<file path="config.mk">
export PLATFORM = sky130hd
export DESIGN_NAME = integer_to_ascii_digits_top
export DESIGN_NICKNAME = d
export VERILOG_FILES = /design/src/rtl/core/i2a_pkg.sv /design/src/rtl/core/integer_to_ascii_digits_top.sv
export SDC_FILE = /design/constraint.sdc
export NUM_CORES = 1
export LEC_CHECK = 0
export BUFFER_PORTS_ARGS = -buffer_cell sky130_fd_sc_hd__buf_2
export CAP_MARGIN = 20
export CORE_MARGIN = 2
export CORE_UTILIZATION = 52
export DETAILED_ROUTE_END_ITERATION = 7
export GPL_ROUTABILITY_DRIVEN = 0
export MAX_ROUTING_LAYER = met4
export PLACE_DENSITY = 0.8
export SLEW_MARGIN = 10
export SYNTH_ARGS = -nofsm -noshare
export SYNTH_HDL_FRONTEND = slang
export SYNTH_SLANG_ARGS = --single-unit
</file>
<file path="constraint.sdc">
create_clock -name clk_i -period 8.3 [get_ports clk_i]
set_input_delay 1.66 -clock clk_i [delete_from_list [all_inputs] [get_ports clk_i]]
set_output_delay 1.66 -clock clk_i [all_outputs]
set_load 0.01 [all_outputs]
</file>
<file path="src/rtl/core/i2a_pkg.sv">
`timescale 1ns / 1ps
`default_nettype none
package i2a_pkg;

  // word and digit geometry
  localparam int unsigned WordW   = 32;
  localparam int unsigned NibW    = 4;
  localparam int unsigned DecDig  = 10;
  localparam int unsigned HexDig  = WordW / NibW;
  localparam int unsigned DigW    = DecDig * NibW;
  localparam int unsigned CntW    = 5;
  localparam int unsigned CharW   = 8;

  // format selector codes
  localparam logic [1:0] FmtUdec = 2'd0;
  localparam logic [1:0] FmtSdec = 2'd1;
  localparam logic [1:0] FmtHex  = 2'd2;

  localparam logic [CharW-1:0] ChMinus = 8'h2d;
  localparam logic [CharW-1:0] ChZero  = 8'h30;
  localparam logic [CharW-1:0] ChLowA  = 8'h61;

  typedef enum logic [1:0] {
    StIdle,
    StSign,
    StConv,
    StEmit
  } state_e;

  // map one nibble to its lowercase hex glyph
  function automatic logic [CharW-1:0] glyph(input logic [NibW-1:0] nib);
    logic [CharW-1:0] r;
    if (nib < 4'd10) begin
      r = ChZero + {4'd0, nib};
    end else begin
      r = ChLowA + {4'd0, nib - 4'd10};
    end
    return r;
  endfunction

  // double-dabble correction of one BCD digit
  function automatic logic [NibW-1:0] add3(input logic [NibW-1:0] d);
    logic [NibW-1:0] r;
    if (d >= 4'd5) begin
      r = d + 4'd3;
    end else begin
      r = d;
    end
    return r;
  endfunction

endpackage
`default_nettype wire

</file>
<file path="src/rtl/core/integer_to_ascii_digits_top.sv">
`timescale 1ns / 1ps
`default_nettype none
// Hex: eight characters, one character per cycle, busy from the transfer until the last one.
// Decimal: optional sign character, a shift-and-correct pass over all 32 input bits, then
//   the 10 BCD digits in turn (a leading zero takes its turn without a strobe, except the last digit).
// One item at a time; start is taken only while busy_o is low. Results come on
//   strobe_o for one cycle each and cannot be stalled by the receiver.
// Reset (rst_ni low, asynchronous) returns the sequencer to idle and drops busy.
module integer_to_ascii_digits_top (
  input  wire logic                       clk_i,
  input  wire logic                       rst_ni,
  input  wire logic                       start_i,
  output logic                            busy_o,
  input  wire logic [1:0]                 cmd_i,
  input  wire logic [i2a_pkg::WordW-1:0]  value_i,
  output logic                            strobe_o,
  output logic [i2a_pkg::CharW-1:0]       char_out_o,
  output logic                            last_o
);

  i2a_pkg::state_e                 state_q, state_d;
  logic [i2a_pkg::CntW-1:0]        cnt_q, cnt_d;
  logic [i2a_pkg::WordW-1:0]       mag_q, mag_d;
  logic [i2a_pkg::DigW-1:0]        dig_q, dig_d;
  logic [i2a_pkg::DigW-1:0]        corr;
  logic                            hex_q, hex_d;
  logic                            seen_q, seen_d;
  logic [i2a_pkg::NibW-1:0]        top_nib;
  logic                            skip;
  logic                            neg;

  // correct every BCD digit ahead of the shift
  always_comb begin
    for (int i = 0; i < i2a_pkg::DecDig; i++) begin
      corr[i*i2a_pkg::NibW +: i2a_pkg::NibW] =
        i2a_pkg::add3(dig_q[i*i2a_pkg::NibW +: i2a_pkg::NibW]);
    end
  end

  assign top_nib = dig_q[i2a_pkg::DigW-1 -: i2a_pkg::NibW];
  assign skip    = !hex_q && !seen_q && (top_nib == '0) && (cnt_q != 5'd1);
  assign neg     = (cmd_i == i2a_pkg::FmtSdec) && value_i[i2a_pkg::WordW-1];

  // sequence: load, sign, convert, emit
  always_comb begin
    state_d    = state_q;
    cnt_d      = cnt_q;
    mag_d      = mag_q;
    dig_d      = dig_q;
    hex_d      = hex_q;
    seen_d     = seen_q;
    strobe_o   = 1'b0;
    char_out_o = i2a_pkg::glyph(top_nib);
    last_o     = 1'b0;
    unique case (state_q)
      i2a_pkg::StIdle: begin
        if (start_i) begin
          seen_d = 1'b0;
          if (cmd_i[1]) begin
            hex_d   = 1'b1;
            dig_d   = {value_i, {(i2a_pkg::DigW - i2a_pkg::WordW){1'b0}}};
            cnt_d   = i2a_pkg::CntW'(i2a_pkg::HexDig);
            state_d = i2a_pkg::StEmit;
          end else begin
            hex_d   = 1'b0;
            dig_d   = '0;
            mag_d   = neg ? (i2a_pkg::WordW'(0) - value_i) : value_i;
            cnt_d   = i2a_pkg::CntW'(i2a_pkg::WordW - 1);
            state_d = neg ? i2a_pkg::StSign : i2a_pkg::StConv;
          end
        end
      end
      i2a_pkg::StSign: begin
        strobe_o   = 1'b1;
        char_out_o = i2a_pkg::ChMinus;
        state_d    = i2a_pkg::StConv;
      end
      i2a_pkg::StConv: begin
        dig_d = {corr[i2a_pkg::DigW-2:0], mag_q[i2a_pkg::WordW-1]};
        mag_d = {mag_q[i2a_pkg::WordW-2:0], 1'b0};
        cnt_d = cnt_q - 5'd1;
        if (cnt_q == '0) begin
          cnt_d   = i2a_pkg::CntW'(i2a_pkg::DecDig);
          state_d = i2a_pkg::StEmit;
        end
      end
      i2a_pkg::StEmit: begin
        strobe_o = !skip;
        last_o   = (cnt_q == 5'd1);
        seen_d   = seen_q || !skip;
        dig_d    = {dig_q[i2a_pkg::DigW-i2a_pkg::NibW-1:0], {i2a_pkg::NibW{1'b0}}};
        cnt_d    = cnt_q - 5'd1;
        if (cnt_q == 5'd1) begin
          state_d = i2a_pkg::StIdle;
        end
      end
      default: state_d = i2a_pkg::StIdle;
    endcase
  end

  assign busy_o = (state_q != i2a_pkg::StIdle);

  // hold control state
  always_ff @(posedge clk_i or negedge rst_ni) begin
    if (!rst_ni) begin
      state_q <= i2a_pkg::StIdle;
      cnt_q   <= '0;
      hex_q   <= 1'b0;
      seen_q  <= 1'b0;
    end else begin
      state_q <= state_d;
      cnt_q   <= cnt_d;
      hex_q   <= hex_d;
      seen_q  <= seen_d;
    end
  end

  // hold working data
  always_ff @(posedge clk_i) begin
    mag_q <= mag_d;
    dig_q <= dig_d;
  end

endmodule
`default_nettype wire

</file>
### After elaboration in Yosys (flattened, before gate mapping)

Cells that the tools add are included.

| word-level totals | value |
|---|---|
| output and inout bits | 11 |
| input bits | 37 |
| flip-flop bits (word level) | 81 |
| logic and storage cells | 96 |

| cells by class | value |
|---|---|
| mux-type cells | 34 |
| reduce and logical (&&, ||, !) cells | 20 |
| equality and inequality tests | 10 |
| magnitude comparators | 11 |
| add/subtract/negate cells | 15 |

Operators by type and width:

| cell | number |
|---|---|
| $pmux W40 S3 | 1 |
| $mux W32 | 3 |
| $mux W40 | 2 |
| $pmux W32 S2 | 1 |
| $ge A4 B3 Y1 const B | 10 |
| $add A4 B2 Y4 const B | 9 |
| $mux W4 | 9 |
| $sub A1 B32 Y32 const A | 1 |
| $mux W8 | 2 |
| $mux W5 | 3 |
| $pmux W5 S3 | 1 |
| $mux W2 | 5 |
| $add A7 B4 Y8 const A | 1 |
| $ne A2 B2 Y1 const B | 4 |
| $pmux W2 S4 | 1 |
| $add A6 B4 Y7 const A | 1 |
| $reduce_and A2 Y1 | 3 |
| $reduce_and A3 Y1 | 2 |
| $reduce_bool A2 Y1 | 3 |
| $eq A5 B1 Y1 const B | 1 |
| $logic_not A5 Y1 | 1 |
| $ne A5 B1 Y1 const B | 1 |
| $sub A5 B1 Y5 const B | 1 |
| $eq A2 B1 Y1 const B | 2 |
| other kinds (13) | 22 |

### Longest topological paths before layout

| logic depth | value |
|---|---|
| depth in word-level cells | 7 |
| depth in mapped cells | 8 |

### Worst setup path before layout

Ideal clock, no wire load.

| path | value |
|---|---|
| kind | input to register |
| from | in start_i |
| to | reg cnt_q[2] in the netlist's numbering |
| stages | 4 |
| slack | 3.834 ns |
| arrival | 4.381 ns |
| library setup time | 0.085 ns |
| path through | nor2b_1 -> a21oi_1 -> o21ai_0 -> a2bb2oi_1 |

| between the ends | value |
|---|---|
| cells in the longest elaborated chain, start to end | 2 |

Ends and longest elaborated chain:

| item | RTL line | source |
|---|---|---|
| start, declared | integer_to_ascii_digits_top.sv:12 | `input wire logic start_i,` |
| $ne A2 B2 Y1 (no source line) | n/a |  |
| $reduce_and A2 Y1 (no source line) | n/a |  |
| end signal, assigned | integer_to_ascii_digits_top.sv:112 | `cnt_q <= cnt_d;` |
| end, declared | integer_to_ascii_digits_top.sv:22 | `logic [i2a_pkg::CntW-1:0] cnt_q, cnt_d;` |

No other way between the ends.
A chain may end at the register's enable or synchronous reset.

### Worst setup path in the final report

| path | value |
|---|---|
| from | reg dig_q[38] in the netlist's numbering |
| to | out char_out_o[2] in the netlist's numbering |

| between the ends | value |
|---|---|
| cells in the longest elaborated chain, start to end | 4 |
| elaborated cells between the ends (all ways) | 6 |
| classes of those cells | 3 x add/sub; 1 x order compare; 2 x mux |

Ends and longest elaborated chain:

| item | RTL line | source |
|---|---|---|
| start, declared | integer_to_ascii_digits_top.sv:24 | `logic [i2a_pkg::DigW-1:0] dig_q, dig_d;` |
| start signal, assigned | integer_to_ascii_digits_top.sv:121 | `dig_q <= dig_d;` |
| $sub A4 B4 Y4 | i2a_pkg.sv:36 | `r = ChLowA + {4'd0, nib - 4'd10};` |
| $add A7 B4 Y8 | i2a_pkg.sv:36 |  |
| $mux W8 (*) | i2a_pkg.sv:33 | `if (nib < 4'd10) begin` |
| $mux W8 (*) | integer_to_ascii_digits_top.sv:55 | `unique case (state_q)` |
| end, declared | integer_to_ascii_digits_top.sv:17 | `output logic [i2a_pkg::CharW-1:0] char_out_o,` |

Mark *: on every way between the ends. The rest lies on a longest branch, timed or not.

==> flow_summary_export.csv <==
group,metric,value,unit
run_status,status,"finished clean",
worst_setup_path,critical_path_buf_inv_count,2,
routing,wl,14600,um
cts,clk_latency,0.38,ns
floorplan,die_w,109,um
cells_and_area,layout.nets,712,
worst_setup_path,crit_fanout,9,
yosys,syn-cell-area,0.00578,mm^2
global_routing,grt_pass1_wl,23300,um
cts,cts.hold.buffers_added,0,
routing,drc_errors,0,
global_routing,grt_max_degree,80,
power,power_density,409,mW/mm^2
global_routing,grt_use_total,26.2,%
cells_and_area,layout.cells.non_filler,789,
cts,clk_pin_slew_worst_paths,0.08,ns
cts,cts_tree,"yes",
power,switching_share,42.7,%
routing,wire_per_inst,18.5,um
worst_setup_path,crit_arrival,2.02,ns
cells_and_area,multi_input_area,0.00313,mm^2
cts,cts_resized,0,
global_routing,grt_pass1_vias,4744,
cts,cts_buffers,9,
power,p_leak,2.29,nW
cells_and_area,antenna_cells,0,
global_routing,grt_antenna_before_repair,0,
power,peakVddDrop,0.000227,V
worst_setup_path,worstSetupPathType,"reg2out",
routing,avgViaCountPerCell,6.46,
worst_setup_path,cpPeakStageDelay,0.51,ns
placement,dp.cells,773,
timing,period_minus_slack,3.68,ns
timing,worst_pin_slew,1.04,ns
timing,timing.final.crit_share,44.4,%
placement,port_buffers,45,
cts,post_cts_buffers,0,
power,power.switching,1.10,mW
worst_setup_path,setup.worst_path.end_class,"output port",
timing,setup_viol,0,
yosys,ys_seq_area_share,41.3,%
worst_setup_path,startpoint_type,"flop",
floorplan,rows,38,
global_routing,grt-ovfl-total,0,
yosys,ys_types,55,
routing,initialDrtViolationCount,528,
power,clock_power_share,11.7,%
power,pwr-share-seq,37.9,%
cells_and_area,fillers,938,
cts,cts_buffer_depth,2,
floorplan,core,0.0108,mm^2
power,internal_power,1.47,mW
cts,root_buffer,"clkbuf_8",
timing,hold_viol_final,0,
cts,cts_max_level,3,
timing,rsz0062_at_grt,"no",
min_path,hold_path.class,"reg2reg",
cells_and_area,regArea,0.00239,mm^2
timing,fin_skew,0.0103,ns
worst_setup_path,critPathTopFamily,"flip-flops",
yosys,yosysWarningCount,0,
placement,hpwl,10300,um
yosys,async_flop_share,11.1,%
timing,relSlewSlack,30.2,%
floorplan,initial_core_util,53.3,%
timing,fin_tns_setup,0,ns
worst_setup_path,crit_path_top_delay_cell,"edfxtp_1",
run,drv_cap,0,
yosys,synth_area_per_cell,9.34,um^2
timing,whs,0.512,ns
cells_and_area,area_growth,8.81,%
yosys,synth_edf_count,72,
worst_setup_path,worstPathRequired,6.64,ns
routing,vias,5093,
worst_setup_path,crit_chain,"inv_1, ha_1, xor2_1, a21oi_1, or2_2, buf_2",
yosys,synthFlopType,"edfxtp_1",
timing,maxSlewViolCount,0,
yosys,syn_inst,619,
yosys,syn-num-nets,687,
floorplan,dieArea,0.0120,mm^2
cts,clock-sinks,81,
cells_and_area,final_cell_area,0.00629,mm^2
floorplan,io_pins,48,
routing,antenna_left,0,
timing,fmax,0.272,GHz
cells_and_area,drive_above_1_share,13.1,%
placement,dpl-instance-area,0.00610,mm^2
routing,detailedRoute.firstPassIterationCount,6,
power,pwr-share-comb,50.4,%
yosys,ys_ff_latch,81,
floorplan,die_h,109,um
## power by group through the flow
| stage | Combinational, mW | Sequential, mW | Clock, mW |
|---|---|---|---|
| after CTS | 1.29 | 0.968 | 0.304 |
| after global placement | 1.22 | 0.964 | 0 |
| after detailed placement | 1.29 | 0.973 | 0 |
| final | 1.30 | 0.974 | 0.300 |
| after floorplan | 0.987 | 0.932 | 0 |
| after global routing | 1.46 | 0.999 | 0.322 |
## per-stage QoR
| stage | total power, mW | util [%] | setup slack, ns |
|---|---|---|---|
| finish | 2.57 | 58.0 | 4.62 |
| global route | 2.78 | 58.0 | 4.51 |
| CTS | 2.56 | 58.0 | 4.63 |
| detailed placement | 2.26 | 56.2 | 4.42 |
| global placement | 2.19 | 56.2 | 4.46 |
| floorplan | 1.92 | - | 3.83 |
## metal layers
metal  vias to the layer above  GRT usage [%]  part of all wire [%]
li1                       2392              -                     -
met1                      2435           34.8                    42
met2                       233           39.0                    47
met3                        33           5.04                   8.4
met4                         0           11.4                   2.7
met5                         -              -                     0
## synthesized netlist by cell type (all sizes together) (7+ instances only)
master   n  share of area [%]
nor3    26                2.3
nand2   27                1.8
a31oi    7               0.76
a22oi   34                4.4
mux2    13                2.5
nor3b   17                2.2
or4      9                1.2
clkbuf  32                2.1
edfxtp  72                 37
nor4     9               0.97
xor2     9                1.4
ha      31                6.7
inv     34                2.2
nand2b  15                1.6
xnor2   18                2.7
nor2    25                1.6
a21oi   40                3.5
nand4   11                1.2
nand3   19                1.6
nor2b   16                1.7
o21ai   70                6.1
dfrtp    9                3.9
## kinds of logic after synthesis
group | synth area share, %
multiplexers | 3.05
AND/OR/NAND/NOR | 18.8
other | 0.130
flip-flops | 41.3
buffers and inverters | 4.85
XOR/XNOR | 4.09
adder cells (fa/ha/maj) | 6.71
AO/OA/AOI/OAI | 21.1
## worst reg2reg max path, stage by stage, from the launching register on
cell     delay (ns)
dfrtp_1        0.43
inv_1          0.10
ha_2           0.24
buf_4          0.62
inv_1          0.61
buf_4          0.40
o21ai_2        0.16
buf_4          0.41
## state kept, by name, summed over array words and instances, names as in the netlist
signal,cells
cnt_q,5
dig_q,40
hex_q,1
mag_q,32
seen_q,1
state_q,2
## placed cells by master, fill, tap and decap left out, types with 6 or more instances in the layout
master,instances
buf_2,45
nor4_1,9
mux2_2,13
nor2_1,25
xor2_1,9
o21ai_0,69
nor2b_1,16
nand4_1,11
nand3_1,19
dfrtp_1,9
a21oi_1,39
a22oi_1,34
nor3b_1,17
xnor2_1,18
buf_4,7
or4_1,9
inv_1,34
a31oi_1,7
o31ai_1,6
nand2b_1,15
or3_1,6
clkbuf_8,10
nor3_1,26
nand2_1,27
ha_1,30
edfxtp_1,72
## layout make-up
| cell class | instances | share of cell area, % |
|---|---|---|
| multi-input cells | 466 | 49.8 |
| well taps | 140 | 2.79 |
| clock buffers | 13 | 2.37 |
| repair buffers | 52 | 4.42 |
| clock inverters | 3 | 0.676 |
| flip-flops and latches | 81 | 38.0 |
| inverters | 34 | 2.03 |
## path summary, 6_finish.rpt
kind | from | endpoint | slack (ns) | cells past startpoint
min reg2reg | seen_q | seen_q | 0.51 | 2
max reg2reg | state_q[0] | mag_q[4] | 4.96 | 7
min in group asynchronous | rst_ni | hex_q | 1.12 | 1
max in group asynchronous | rst_ni | cnt_q[2] | 7.00 | 1
max | dig_q[38] | char_out_o[2] | 4.62 | 6
min | seen_q | seen_q | 0.51 | 2
Power figures use the tool's default switching activity.
